<file path="src/rtl/core/rwt_pkg.sv">
package rwt_pkg;

  localparam int unsigned CFG_IDX_W  = 3;
  localparam int unsigned CFG_DATA_W = 16;
  localparam int unsigned THR_W      = 28;

  localparam logic [CFG_IDX_W-1:0] REG_FRAME_WIDTH     = 3'd0;
  localparam logic [CFG_IDX_W-1:0] REG_FRAME_HEIGHT    = 3'd1;
  localparam logic [CFG_IDX_W-1:0] REG_ROI_MARGIN      = 3'd2;
  localparam logic [CFG_IDX_W-1:0] REG_ROI_MIN_SIDE    = 3'd3;
  localparam logic [CFG_IDX_W-1:0] REG_MAX_LOST_FRAMES = 3'd4;
  localparam logic [CFG_IDX_W-1:0] REG_MIN_BOX_WIDTH   = 3'd5;
  localparam logic [CFG_IDX_W-1:0] REG_MIN_BOX_HEIGHT  = 3'd6;
  localparam logic [CFG_IDX_W-1:0] REG_MIN_BOX_FRAC    = 3'd7;

  localparam logic [11:0] RST_FRAME_WIDTH  = 12'd640;
  localparam logic [11:0] RST_FRAME_HEIGHT = 12'd480;
  localparam logic [9:0]  RST_ROI_MARGIN   = 10'd40;
  localparam logic [11:0] RST_ROI_MIN_SIDE = 12'd40;
  localparam logic [7:0]  RST_MAX_LOST     = 8'd10;

  localparam logic [1:0] OP_FRAME_START = 2'd0;
  localparam logic [1:0] OP_DETECTION   = 2'd1;
  localparam logic [1:0] OP_FRAME_END   = 2'd2;

  localparam logic [1:0] STAT_TARGET = 2'd0;
  localparam logic [1:0] STAT_OTHER  = 2'd1;
  localparam logic [1:0] STAT_MISSED = 2'd2;
  localparam logic [1:0] STAT_RESET  = 2'd3;

  localparam logic [9:0] FULL_ID      = 10'd3;
  localparam logic [7:0] LOST_SAT_MAX = 8'hFF;

  typedef struct packed {
    logic [11:0]      frame_width;
    logic [11:0]      frame_height;
    logic [9:0]       roi_margin;
    logic [11:0]      roi_min_side;
    logic [7:0]       max_lost;
    logic [11:0]      min_box_width;
    logic [11:0]      min_box_height;
    logic             frac_en;
    logic [THR_W-1:0] thr_w;
    logic [THR_W-1:0] thr_h;
  } cfg_t;

  typedef struct packed {
    logic [1:0]  operation;
    logic [9:0]  marker_id;
    logic [11:0] box_x;
    logic [11:0] box_y;
    logic [11:0] box_width;
    logic [11:0] box_height;
  } item_t;

  typedef struct packed {
    logic [12:0] x;
    logic [12:0] y;
    logic [11:0] width;
    logic [11:0] height;
    logic        is_target;
    logic [1:0]  frame_status;
    logic [9:0]  wanted_id;
  } result_t;

endpackage

</file>
<file path="src/rtl/core/rwt_cfg_regs.sv">
module rwt_cfg_regs (
  input  logic                             clk,
  input  logic                             rst_n,
  input  logic                             cfg_wr_en,
  input  logic [rwt_pkg::CFG_IDX_W-1:0]    cfg_index,
  input  logic [rwt_pkg::CFG_DATA_W-1:0]   cfg_data,
  output rwt_pkg::cfg_t                    cfg
);

  logic [11:0] frame_width_r;
  logic [11:0] frame_height_r;
  logic [9:0]  roi_margin_r;
  logic [11:0] roi_min_side_r;
  logic [7:0]  max_lost_r;
  logic [11:0] min_box_width_r;
  logic [11:0] min_box_height_r;
  logic [15:0] min_box_frac_r;
  logic [rwt_pkg::THR_W-1:0] thr_w_prod;
  logic [rwt_pkg::THR_W-1:0] thr_h_prod;

  always_ff @(posedge clk) begin
    if (!rst_n) begin
      frame_width_r    <= rwt_pkg::RST_FRAME_WIDTH;
      frame_height_r   <= rwt_pkg::RST_FRAME_HEIGHT;
      roi_margin_r     <= rwt_pkg::RST_ROI_MARGIN;
      roi_min_side_r   <= rwt_pkg::RST_ROI_MIN_SIDE;
      max_lost_r       <= rwt_pkg::RST_MAX_LOST;
      min_box_width_r  <= '0;
      min_box_height_r <= '0;
      min_box_frac_r   <= '0;
    end else if (cfg_wr_en) begin
      case (cfg_index)
        rwt_pkg::REG_FRAME_WIDTH:     frame_width_r    <= cfg_data[11:0];
        rwt_pkg::REG_FRAME_HEIGHT:    frame_height_r   <= cfg_data[11:0];
        rwt_pkg::REG_ROI_MARGIN:      roi_margin_r     <= cfg_data[9:0];
        rwt_pkg::REG_ROI_MIN_SIDE:    roi_min_side_r   <= cfg_data[11:0];
        rwt_pkg::REG_MAX_LOST_FRAMES: max_lost_r       <= cfg_data[7:0];
        rwt_pkg::REG_MIN_BOX_WIDTH:   min_box_width_r  <= cfg_data[11:0];
        rwt_pkg::REG_MIN_BOX_HEIGHT:  min_box_height_r <= cfg_data[11:0];
        rwt_pkg::REG_MIN_BOX_FRAC:    min_box_frac_r   <= cfg_data[15:0];
        default: ;
      endcase
    end
  end

  // The size thresholds depend on configuration only, so the item path sees a
  // plain compare against these products.
  assign thr_w_prod = {12'd0, min_box_frac_r} * {16'd0, frame_width_r};
  assign thr_h_prod = {12'd0, min_box_frac_r} * {16'd0, frame_height_r};

  always_comb begin
    cfg.frame_width    = frame_width_r;
    cfg.frame_height   = frame_height_r;
    cfg.roi_margin     = roi_margin_r;
    cfg.roi_min_side   = roi_min_side_r;
    cfg.max_lost       = max_lost_r;
    cfg.min_box_width  = min_box_width_r;
    cfg.min_box_height = min_box_height_r;
    cfg.frac_en        = (min_box_frac_r != '0) && (frame_width_r != '0) &&
                         (frame_height_r != '0);
    cfg.thr_w          = thr_w_prod;
    cfg.thr_h          = thr_h_prod;
  end

endmodule

</file>
<file path="src/rtl/core/rwt_track_core.sv">
module rwt_track_core (
  input  logic              clk,
  input  logic              rst_n,
  input  logic              fire,
  input  rwt_pkg::item_t    item,
  input  rwt_pkg::cfg_t     cfg,
  output rwt_pkg::result_t  res
);

  logic [12:0] last_x_r, last_x_nxt;
  logic [12:0] last_y_r, last_y_nxt;
  logic [11:0] last_w_r, last_w_nxt;
  logic [11:0] last_h_r, last_h_nxt;
  logic        have_last_r, have_last_nxt;
  logic [7:0]  lost_r, lost_nxt;
  logic [9:0]  target_r, target_nxt;
  logic [11:0] org_x_r, org_x_nxt;
  logic [11:0] org_y_r, org_y_nxt;
  logic [12:0] pend_x_r, pend_x_nxt;
  logic [12:0] pend_y_r, pend_y_nxt;
  logic [11:0] pend_w_r, pend_w_nxt;
  logic [11:0] pend_h_r, pend_h_nxt;
  logic        seen_r, seen_nxt;
  logic        tseen_r, tseen_nxt;
  rwt_pkg::result_t res_r, res_nxt;

  logic        use_last;
  logic [14:0] x1, y1;
  logic [13:0] x2, y2;
  logic [12:0] x1c, y1c;
  logic [11:0] x2c, y2c;
  logic [14:0] wd, hd;
  logic        w_ok, h_ok;
  logic [12:0] rx, ry;
  logic [11:0] rw, rh;
  logic [12:0] gx, gy;
  logic        match;
  logic        big;
  logic [7:0]  lost_inc;

  always_comb begin
    use_last = have_last_r && (lost_r < cfg.max_lost);
    x1  = 15'(last_x_r) - 15'(cfg.roi_margin);
    y1  = 15'(last_y_r) - 15'(cfg.roi_margin);
    x2  = 14'(last_x_r) + 14'(last_w_r) + 14'(cfg.roi_margin);
    y2  = 14'(last_y_r) + 14'(last_h_r) + 14'(cfg.roi_margin);
    x1c = x1[14] ? 13'd0 : x1[12:0];
    y1c = y1[14] ? 13'd0 : y1[12:0];
    x2c = (x2 > 14'(cfg.frame_width)) ? cfg.frame_width : x2[11:0];
    y2c = (y2 > 14'(cfg.frame_height)) ? cfg.frame_height : y2[11:0];
    wd  = 15'(x2c) - 15'(x1c);
    hd  = 15'(y2c) - 15'(y1c);
    w_ok = !wd[14] && (wd[13:0] >= 14'(cfg.roi_min_side));
    h_ok = !hd[14] && (hd[13:0] >= 14'(cfg.roi_min_side));
    if (use_last && w_ok && h_ok) begin
      rx = x1c;
      ry = y1c;
      rw = wd[11:0];
      rh = hd[11:0];
    end else begin
      rx = '0;
      ry = '0;
      rw = cfg.frame_width;
      rh = cfg.frame_height;
    end

    gx = 13'(item.box_x) + 13'(org_x_r);
    gy = 13'(item.box_y) + 13'(org_y_r);
    match = (item.marker_id == target_r);
    big = ((item.box_width >= cfg.min_box_width) &&
           (item.box_height >= cfg.min_box_height)) ||
          (cfg.frac_en && (({item.box_width, 16'd0} >= cfg.thr_w) ||
                           ({item.box_height, 16'd0} >= cfg.thr_h)));
    lost_inc = (lost_r == rwt_pkg::LOST_SAT_MAX) ? lost_r : lost_r + 8'd1;
  end

  always_comb begin
    last_x_nxt    = last_x_r;
    last_y_nxt    = last_y_r;
    last_w_nxt    = last_w_r;
    last_h_nxt    = last_h_r;
    have_last_nxt = have_last_r;
    lost_nxt      = lost_r;
    target_nxt    = target_r;
    org_x_nxt     = org_x_r;
    org_y_nxt     = org_y_r;
    pend_x_nxt    = pend_x_r;
    pend_y_nxt    = pend_y_r;
    pend_w_nxt    = pend_w_r;
    pend_h_nxt    = pend_h_r;
    seen_nxt      = seen_r;
    tseen_nxt     = tseen_r;
    res_nxt       = '0;

    case (item.operation)
      rwt_pkg::OP_FRAME_START: begin
        org_x_nxt  = rx[11:0];
        org_y_nxt  = ry[11:0];
        seen_nxt   = 1'b0;
        tseen_nxt  = 1'b0;
        pend_x_nxt = '0;
        pend_y_nxt = '0;
        pend_w_nxt = '0;
        pend_h_nxt = '0;
        res_nxt.x      = rx;
        res_nxt.y      = ry;
        res_nxt.width  = rw;
        res_nxt.height = rh;
      end
      rwt_pkg::OP_DETECTION: begin
        if (!seen_r || match) begin
          pend_x_nxt = gx;
          pend_y_nxt = gy;
          pend_w_nxt = item.box_width;
          pend_h_nxt = item.box_height;
        end
        seen_nxt = 1'b1;
        if (match) begin
          tseen_nxt = 1'b1;
          res_nxt.is_target = 1'b1;
          if ((target_r != rwt_pkg::FULL_ID) && big) begin
            target_nxt = target_r + 10'd1;
          end
        end
        res_nxt.x      = gx;
        res_nxt.y      = gy;
        res_nxt.width  = item.box_width;
        res_nxt.height = item.box_height;
      end
      rwt_pkg::OP_FRAME_END: begin
        if (seen_r) begin
          last_x_nxt    = pend_x_r;
          last_y_nxt    = pend_y_r;
          last_w_nxt    = pend_w_r;
          last_h_nxt    = pend_h_r;
          have_last_nxt = 1'b1;
          lost_nxt      = '0;
          res_nxt.frame_status = tseen_r ? rwt_pkg::STAT_TARGET : rwt_pkg::STAT_OTHER;
        end else begin
          res_nxt.frame_status = rwt_pkg::STAT_MISSED;
          if (have_last_r) begin
            lost_nxt = lost_inc;
            if (lost_inc >= cfg.max_lost) begin
              have_last_nxt = 1'b0;
              res_nxt.frame_status = rwt_pkg::STAT_RESET;
            end
          end
        end
        seen_nxt  = 1'b0;
        tseen_nxt = 1'b0;
      end
      default: ;
    endcase

    res_nxt.wanted_id = target_nxt;
  end

  always_ff @(posedge clk) begin
    if (!rst_n) begin
      last_x_r    <= '0;
      last_y_r    <= '0;
      last_w_r    <= '0;
      last_h_r    <= '0;
      have_last_r <= 1'b0;
      lost_r      <= '0;
      target_r    <= '0;
      org_x_r     <= '0;
      org_y_r     <= '0;
      pend_x_r    <= '0;
      pend_y_r    <= '0;
      pend_w_r    <= '0;
      pend_h_r    <= '0;
      seen_r      <= 1'b0;
      tseen_r     <= 1'b0;
    end else if (fire) begin
      last_x_r    <= last_x_nxt;
      last_y_r    <= last_y_nxt;
      last_w_r    <= last_w_nxt;
      last_h_r    <= last_h_nxt;
      have_last_r <= have_last_nxt;
      lost_r      <= lost_nxt;
      target_r    <= target_nxt;
      org_x_r     <= org_x_nxt;
      org_y_r     <= org_y_nxt;
      pend_x_r    <= pend_x_nxt;
      pend_y_r    <= pend_y_nxt;
      pend_w_r    <= pend_w_nxt;
      pend_h_r    <= pend_h_nxt;
      seen_r      <= seen_nxt;
      tseen_r     <= tseen_nxt;
    end
  end

  always_ff @(posedge clk) begin
    if (fire) begin
      res_r <= res_nxt;
    end
  end

  assign res = res_r;

endmodule

</file>
<file path="src/rtl/core/roi_window_tracker.sv">
// Path: an accepted input beat is held in the input register; its result beat
// is registered in the result register. Throughput: one beat per cycle unless
// out_stall holds a full result register; the input register feeds one
// combinational update of the tracker state straight into the result register.
// Reset: synchronous, active low; clears both valid flags, the tracker state
// and the configuration registers to their defaults.
module roi_window_tracker (
  input  logic                            clk,
  input  logic                            rst_n,
  input  logic                            cfg_wr_en,
  input  logic [rwt_pkg::CFG_IDX_W-1:0]   cfg_index,
  input  logic [rwt_pkg::CFG_DATA_W-1:0]  cfg_data,
  input  logic                            in_valid,
  output logic                            in_stall,
  input  logic [1:0]                      in_operation,
  input  logic [9:0]                      in_marker_id,
  input  logic [11:0]                     in_box_x,
  input  logic [11:0]                     in_box_y,
  input  logic [11:0]                     in_box_width,
  input  logic [11:0]                     in_box_height,
  output logic                            out_valid,
  input  logic                            out_stall,
  output logic [12:0]                     out_x,
  output logic [12:0]                     out_y,
  output logic [11:0]                     out_width,
  output logic [11:0]                     out_height,
  output logic                            out_is_target,
  output logic [1:0]                      out_frame_status,
  output logic [9:0]                      out_wanted_id
);

  rwt_pkg::cfg_t    cfg;
  rwt_pkg::item_t   item_r;
  rwt_pkg::result_t res;
  logic             in_valid_r;
  logic             out_valid_r;
  logic             advance;
  logic             fire;

  assign advance  = !out_valid_r || !out_stall;
  assign fire     = in_valid_r && advance;
  assign in_stall = in_valid_r && !advance;

  always_ff @(posedge clk) begin
    if (!rst_n) begin
      in_valid_r  <= 1'b0;
      out_valid_r <= 1'b0;
    end else begin
      if (!in_stall) begin
        in_valid_r <= in_valid;
      end
      if (advance) begin
        out_valid_r <= in_valid_r;
      end
    end
  end

  always_ff @(posedge clk) begin
    if (in_valid && !in_stall) begin
      item_r.operation  <= in_operation;
      item_r.marker_id  <= in_marker_id;
      item_r.box_x      <= in_box_x;
      item_r.box_y      <= in_box_y;
      item_r.box_width  <= in_box_width;
      item_r.box_height <= in_box_height;
    end
  end

  rwt_cfg_regs u_cfg (
    .clk       (clk),
    .rst_n     (rst_n),
    .cfg_wr_en (cfg_wr_en),
    .cfg_index (cfg_index),
    .cfg_data  (cfg_data),
    .cfg       (cfg)
  );

  rwt_track_core u_core (
    .clk   (clk),
    .rst_n (rst_n),
    .fire  (fire),
    .item  (item_r),
    .cfg   (cfg),
    .res   (res)
  );

  assign out_valid        = out_valid_r;
  assign out_x            = res.x;
  assign out_y            = res.y;
  assign out_width        = res.width;
  assign out_height       = res.height;
  assign out_is_target    = res.is_target;
  assign out_frame_status = res.frame_status;
  assign out_wanted_id    = res.wanted_id;

endmodule

</file>
<file path="config.mk">
export PLATFORM = sky130hd
export DESIGN_NAME = roi_window_tracker
export DESIGN_NICKNAME = d
export VERILOG_FILES = /design/src/rtl/core/rwt_pkg.sv /design/src/rtl/core/rwt_cfg_regs.sv /design/src/rtl/core/rwt_track_core.sv /design/src/rtl/core/roi_window_tracker.sv
export SDC_FILE = /design/constraint.sdc
export NUM_CORES = 2
export LEC_CHECK = 0
export BUFFER_PORTS_ARGS = -buffer_cell sky130_fd_sc_hd__buf_4
export CAP_MARGIN = 20
export CORE_ASPECT_RATIO = 1.5
export CORE_MARGIN = 2
export CORE_UTILIZATION = 55
export DETAILED_ROUTE_END_ITERATION = 7
export GPL_ROUTABILITY_DRIVEN = 0
export MAX_ROUTING_LAYER = met4
export PLACE_DENSITY = 0.76
export SYNTH_ARGS = -nofsm -noshare
export SYNTH_HDL_FRONTEND = slang
export SYNTH_SLANG_ARGS = --single-unit
</file>
<file path="constraint.sdc">
create_clock -name clk -period 10.9 [get_ports clk]
set_input_delay 1.635 -clock clk [delete_from_list [all_inputs] [get_ports clk]]
set_output_delay 1.635 -clock clk [all_outputs]
set_load 0.01 [all_outputs]
</file>
==> Word level (Yosys, flattened, before mapping) <==
Cells that the tools add are included.
{ "word_totals": {"reg_bits": 364, "in_bits": 84, "output_inout_bits": 65, "word_cells": 158} }
{ "classes": {"add_sub_neg": 12, "multipliers": 2, "magnitude_cmp": 10, "n_eq_ne": 14, "n_mux": 34, "n_reduce_logical": 48} }
{ "ops": {"columns": ["cell", "count"], "rows": [
  ["$pmux W50 S2", 1],
  ["$mux W13", 6],
  ["$mux W12", 6],
  ["$ge A28 B28 Y1", 2],
  ["$mul A16 B12 Y28", 2],
  ["$pmux W13 S2", 2],
  ["$pmux W12 S2", 2],
  ["$mux W10", 3],
  ["$add A13 B12 Y14", 2],
  ["$add A14 B10 Y14", 2],
  ["$ge A14 B12 Y1", 2],
  ["$gt A14 B12 Y1", 2],
  ["$sub A12 B13 Y14", 2],
  ["$sub A13 B10 Y14", 2],
  ["$add A12 B12 Y13", 2],
  ["$ge A12 B12 Y1", 2],
  ["$mux W8", 3],
  ["$reduce_bool A12 Y1", 2],
  ["$reduce_and A2 Y1", 11],
  ["$reduce_bool A16 Y1", 1],
  ["$logic_and A1 B1 Y1", 13],
  ["$eq A3 B3 Y1 const B", 4],
  ["$reduce_and A3 Y1", 4],
  ["$add A10 B1 Y10 const B", 1],
  ["20 further kinds", 41]
]} }

==> Longest topological paths before layout <==
{ "depth": {"depth_word": 11, "depth_mapped": 40, "ltp_nobuf": 37} }

==> Modules after synthesis <==
From an unflattened synthesis, not the netlist that was laid out.
{ "hier_totals": {"hier_cells": 3899, "area_unflattened_um2": 34091.4} }
{ "modules_own_cells": {"columns": ["module", "instances", "cells_per_inst", "area_each_um2", "seq_area_each_um2"], "rows": [
  ["rwt_track_core", 1, 1895, 16213.0, 4794.6],
  ["rwt_cfg_regs", 1, 1936, 15992.8, 1881.8],
  ["roi_window_tracker", 1, 68, 1885.6, 1841.8]
]} }

==> Least setup slack after synthesis <==
OpenSTA, ideal clock, no wires.
{ "synth_timing": {"path_kind": "flip-flop to flip-flop", "start": "register u_core.last_y_r[1]", "end": "register u_core.res_r, in the netlist u_core.res[21], data pin", "setup_ps": 261, "t_arrival_ps": 8061, "required_ps": 10639, "path_slack_ps": 2579, "stages_incl_launch_ff": 37, "path_buffers": 1, "period_less_slack_ps": 8321, "path_cell_list": "dfxtp_1 fa_1 ha_1 fa_1 a21o_1 a21oi_1 o21bai_1 a21oi_1 xnor2_1 ha_1 a21o_1 a21o_1 a21o_1 a21o_1 a221o_1 a211o_1 a2111oi_0 mux2_2 buf_6 mux2i_1 ha_1 inv_1 fa_1 a21o_1 a21oi_1 o21ai_0 a21oi_1 o21ai_0 xor2_1 ha_1 o21ai_0 a21oi_1 a221oi_1 a221oi_2 nand4_2 or4_1 o311a_1"} }
{ "synth_lines": {"columns": ["item", "line_no", "rtl"], "rows": [
  ["from (decl)", "rwt_track_core.sv:11", "logic [12:0] last_y_r, last_y_nxt;"],
  ["from (signal assigned)", "rwt_track_core.sv:177", "last_y_r <= last_y_nxt;"],
  ["to (signal assigned)", "rwt_track_core.sv:196", "res_r <= res_nxt;"],
  ["to (decl)", "rwt_track_core.sv:25", "rwt_pkg::result_t res_r, res_nxt;"]
]} }

==> qor.csv <==
metric;value;unit
status;completed;
Via density;5.93;
Synth area leaders;fa_1, dfxtp_1, ha_1;
postcts setup bufs;0;
area delta synth->final;8.54;%
FMAX;100;MHz
r2r setup slk;920;ps
Worst slew margin;22.1;%
hold bufs inserted after CTS;0;
DRC viols;0;
Tot Pwr;3.23;mW
async set or reset register ratio after synthesis;0;%
Synth Flop Type;dfxtp_1;
CTS resizes;0;
Root Driver;clkbuf_16;
GRT Total Usage;32.1;%
fin crit period;9980;ps
pin count of the biggest net entering global routing;128;
worst hold path type;register to register;
Critical Path Source Type;register;
Core ar.;60800;um2
P_leak;16.2;nW
Worst R2R Path Depth;35;
Worst Clk Skew;30.9;ps
Total Neg Setup Slack;0;ps
library cells used by synthesis;87;
hold path depth;2;
detailed placement HPWL;73200;um
I/O pin cnt;149;
syn avg cell area;8.90;um2
Pre-antenna DRT Iters;5;
TritonCTS buffer count;36;
clock-pin transition on the worst setup and hold timing paths;70;ps
die area;63400;um2
final setup margin;924;ps
Post-synth EDFFs;123;
Slew @ Worst Pin;1160;ps
FF/Latch Area;8520;um2
number of port buffers;148;
post-synth top area share;18.3;%
syn_nets;4522;
Worst Path Required;11200;ps
drt total wl;96800;um
final std cells w/o fill;4627;
Hold Path Origin;u_cfg.min_box_height_r[2]$_SDFFE_PN0P_;
maximum clock path buffer count;3;
fin crit share;91.5;%
unrepaired setup endpoints after global routing;no;
worst-skew pair later-pin latency;570;ps
#FFs+latches synth;364;
crit-path max FO;28;
layout cells sized above 1;8.01;%
critical path endpoint category;register;
vias in the first global route;28100;
Hold Fails Final Rpt;0;
antenna-violating nets left;0;
Place WS;1140;ps
launching point of the worst reg2reg path;u_core.last_y_r[1]$_SDFFE_PN0P_;
H-tree depth;2;
total number of vias;27400;
Hold EP;u_cfg.min_box_height_r[2]$_SDFFE_PN0P_;
sequential area share after synthesis;25.3;%
Final nets;4541;
CTS tree;done;
design area;36600;um2
Crit path largest cell delay;760;ps
DR WL/cell;20.9;um
peak supply drop;0.000132;V
Slew Limit Fails;0;
grt ovf;0;
WHS;466;ps
final core occ;60.2;%
slowest CP cell;nand4_2;
RR Endpoint;u_core.res[35]$_DFFE_PP_;
cell count after placement;4559;
Placed Area;35400;um2
Synth area leader;fa_1;
Yosys warning count;0;
final setup fails;0;
Iter 0 DRT Violations;1884;
CP Class;register to register;
multi-input logic area;22800;um2
first-pass GRT wire length;152000;um
CP Data Arrival Time;10280;ps
Synth Instances;3789;
initial antenna violation count;0;
most used cell, CP;a21o_1;
# fillers;5275;
CTS sink cnt;364;
Pwr Density;88.2;nW/um2
Initial Util;55.4;%
Die X-Extent;206;um
Max-cap violations;0;
height of the die;307;um
Mapped Area;33700;um2
num rows;111;
worst max path at each step:
stage                                             from                  endpoint  slack (ps)  cells after the start
floorplan              u_core.last_y_r[1]$_SDFFE_PN0P_  u_core.res[21]$_DFFE_PP_        2580                     36
global placement    u_cfg.roi_margin_r[0]$_SDFFE_PN0P_  u_core.res[21]$_DFFE_PP_        1330                     35
detailed placement  u_cfg.roi_margin_r[0]$_SDFFE_PN0P_  u_core.res[35]$_DFFE_PP_        1140                     35
CTS                 u_cfg.roi_margin_r[0]$_SDFFE_PN0P_  u_core.res[35]$_DFFE_PP_        1070                     35
global route           u_core.last_y_r[1]$_SDFFE_PN0P_  u_core.res[35]$_DFFE_PP_         260                     35
finish                 u_core.last_y_r[1]$_SDFFE_PN0P_  u_core.res[35]$_DFFE_PP_         920                     35
power breakdown:
group          leakage, nW  total, mW  switching (mW)  internal, mW
clock network        0.587       1.31           0.580         0.729
logic                 12.5      0.425           0.251         0.174
registers             3.12       1.49          0.0513          1.44
critical path, delay by kind of cell (launching register included):
kind | cells | cell delay, ps
xor gates and xnor gates | 2 | 340
DFF | 1 | 420
and+or+nand+nor | 2 | 1520
AOI/OAI and AO/OA | 21 | 4350
muxes | 2 | 650
adders and majority gates | 7 | 2370
buffers and inverters | 1 | 60
cell usage in the layout, fill, tap and decap left out, types with 8 or more instances in the layout:
master / netlist / final
a211oi_1: 11 / 11
a21boi_0: 162 / 162
a21o_1: 67 / 67
a21oi_1: 119 / 119
a221o_1: 8 / 8
a311oi_1: 18 / 17
a31oi_1: 13 / 13
a32o_1: 18 / 18
and2_1: 147 / 147
and3_1: 18 / 18
buf_4: 1 / 189
clkbuf_16: 0 / 38
dfxtp_1: 241 / 241
edfxtp_1: 123 / 123
fa_1: 308 / 308
ha_1: 341 / 341
inv_1: 426 / 425
mux2_2: 25 / 25
mux2i_1: 19 / 19
nand2_1: 702 / 701
nand2b_1: 44 / 44
nand3_1: 90 / 90
nand4_1: 23 / 23
nor2_1: 104 / 102
nor2b_1: 35 / 34
nor3_1: 41 / 40
nor4_1: 24 / 24
o211ai_1: 26 / 26
o21a_1: 19 / 19
o21ai_0: 107 / 107
o21bai_1: 16 / 16
o22ai_1: 8 / 8
o31ai_1: 8 / 8
or2_2: 8 / 8
or3_1: 13 / 13
xnor2_1: 79 / 79
xor2_1: 45 / 45
flip-flops by register name, indices dropped and copies added (netlist names), 12 cells and up:
signal,count
u_core.last_y_r,13
u_core.org_y_r,12
u_cfg.min_box_width_r,12
u_core.last_h_r,12
u_core.last_x_r,13
u_core.last_w_r,12
u_cfg.min_box_frac_r,16
u_cfg.frame_width_r,12
u_core.res,63
u_cfg.min_box_height_r,12
u_cfg.roi_min_side_r,12
u_core.pend_w_r,12
u_core.pend_y_r,13
u_core.pend_x_r,13
u_cfg.frame_height_r,12
item_r,60
u_core.pend_h_r,12
u_core.org_x_r,12
Yosys cell counts (all sizes together), types with 27 or more instances:
cell and n:
nor3 41, o21ai 110, ha 341, xnor2 79, edfxtp 123, nand3 90, fa 308, nor2b 35
xor2 45, and2 147, o211ai 27, inv 427, nand2 703, a21boi 163, a21oi 120, clkbuf 185
nand2b 44, a21o 67, dfxtp 241, nor2 104
cell type report:
cell class,count,area share (%)
sequential,364,23.3
clock buffer,47,2.73
timing repair buffer,192,4.02
clock inverter,18,0.567
multi-input combinational,2787,62.3
antenna,1,0.00684
tap,791,2.70
inverter,427,4.38
per-layer routing:
layer	part of all wire [%]	track usage (%)
met1	36	34.8
met2	49	53.1
met3	5.2	3.31
met4	9.6	26.2
met5	0	-
kinds of logic (layout without fill, tap and decap cells):
logic type / Yosys count / in the layout / share of synthesized area (%)
fa+ha+maj: 649 / 649 / 30.9
xor+xnor: 124 / 124 / 3.22
compound gates: 681 / 681 / 14.1
flops: 364 / 364 / 25.3
mux: 45 / 45 / 1.43
buf+inv: 638 / 684 / 7.25
simple gates: 1288 / 1288 / 17.8
other cells: 0 / 1 / 0
Power figures use the tool's default switching activity.
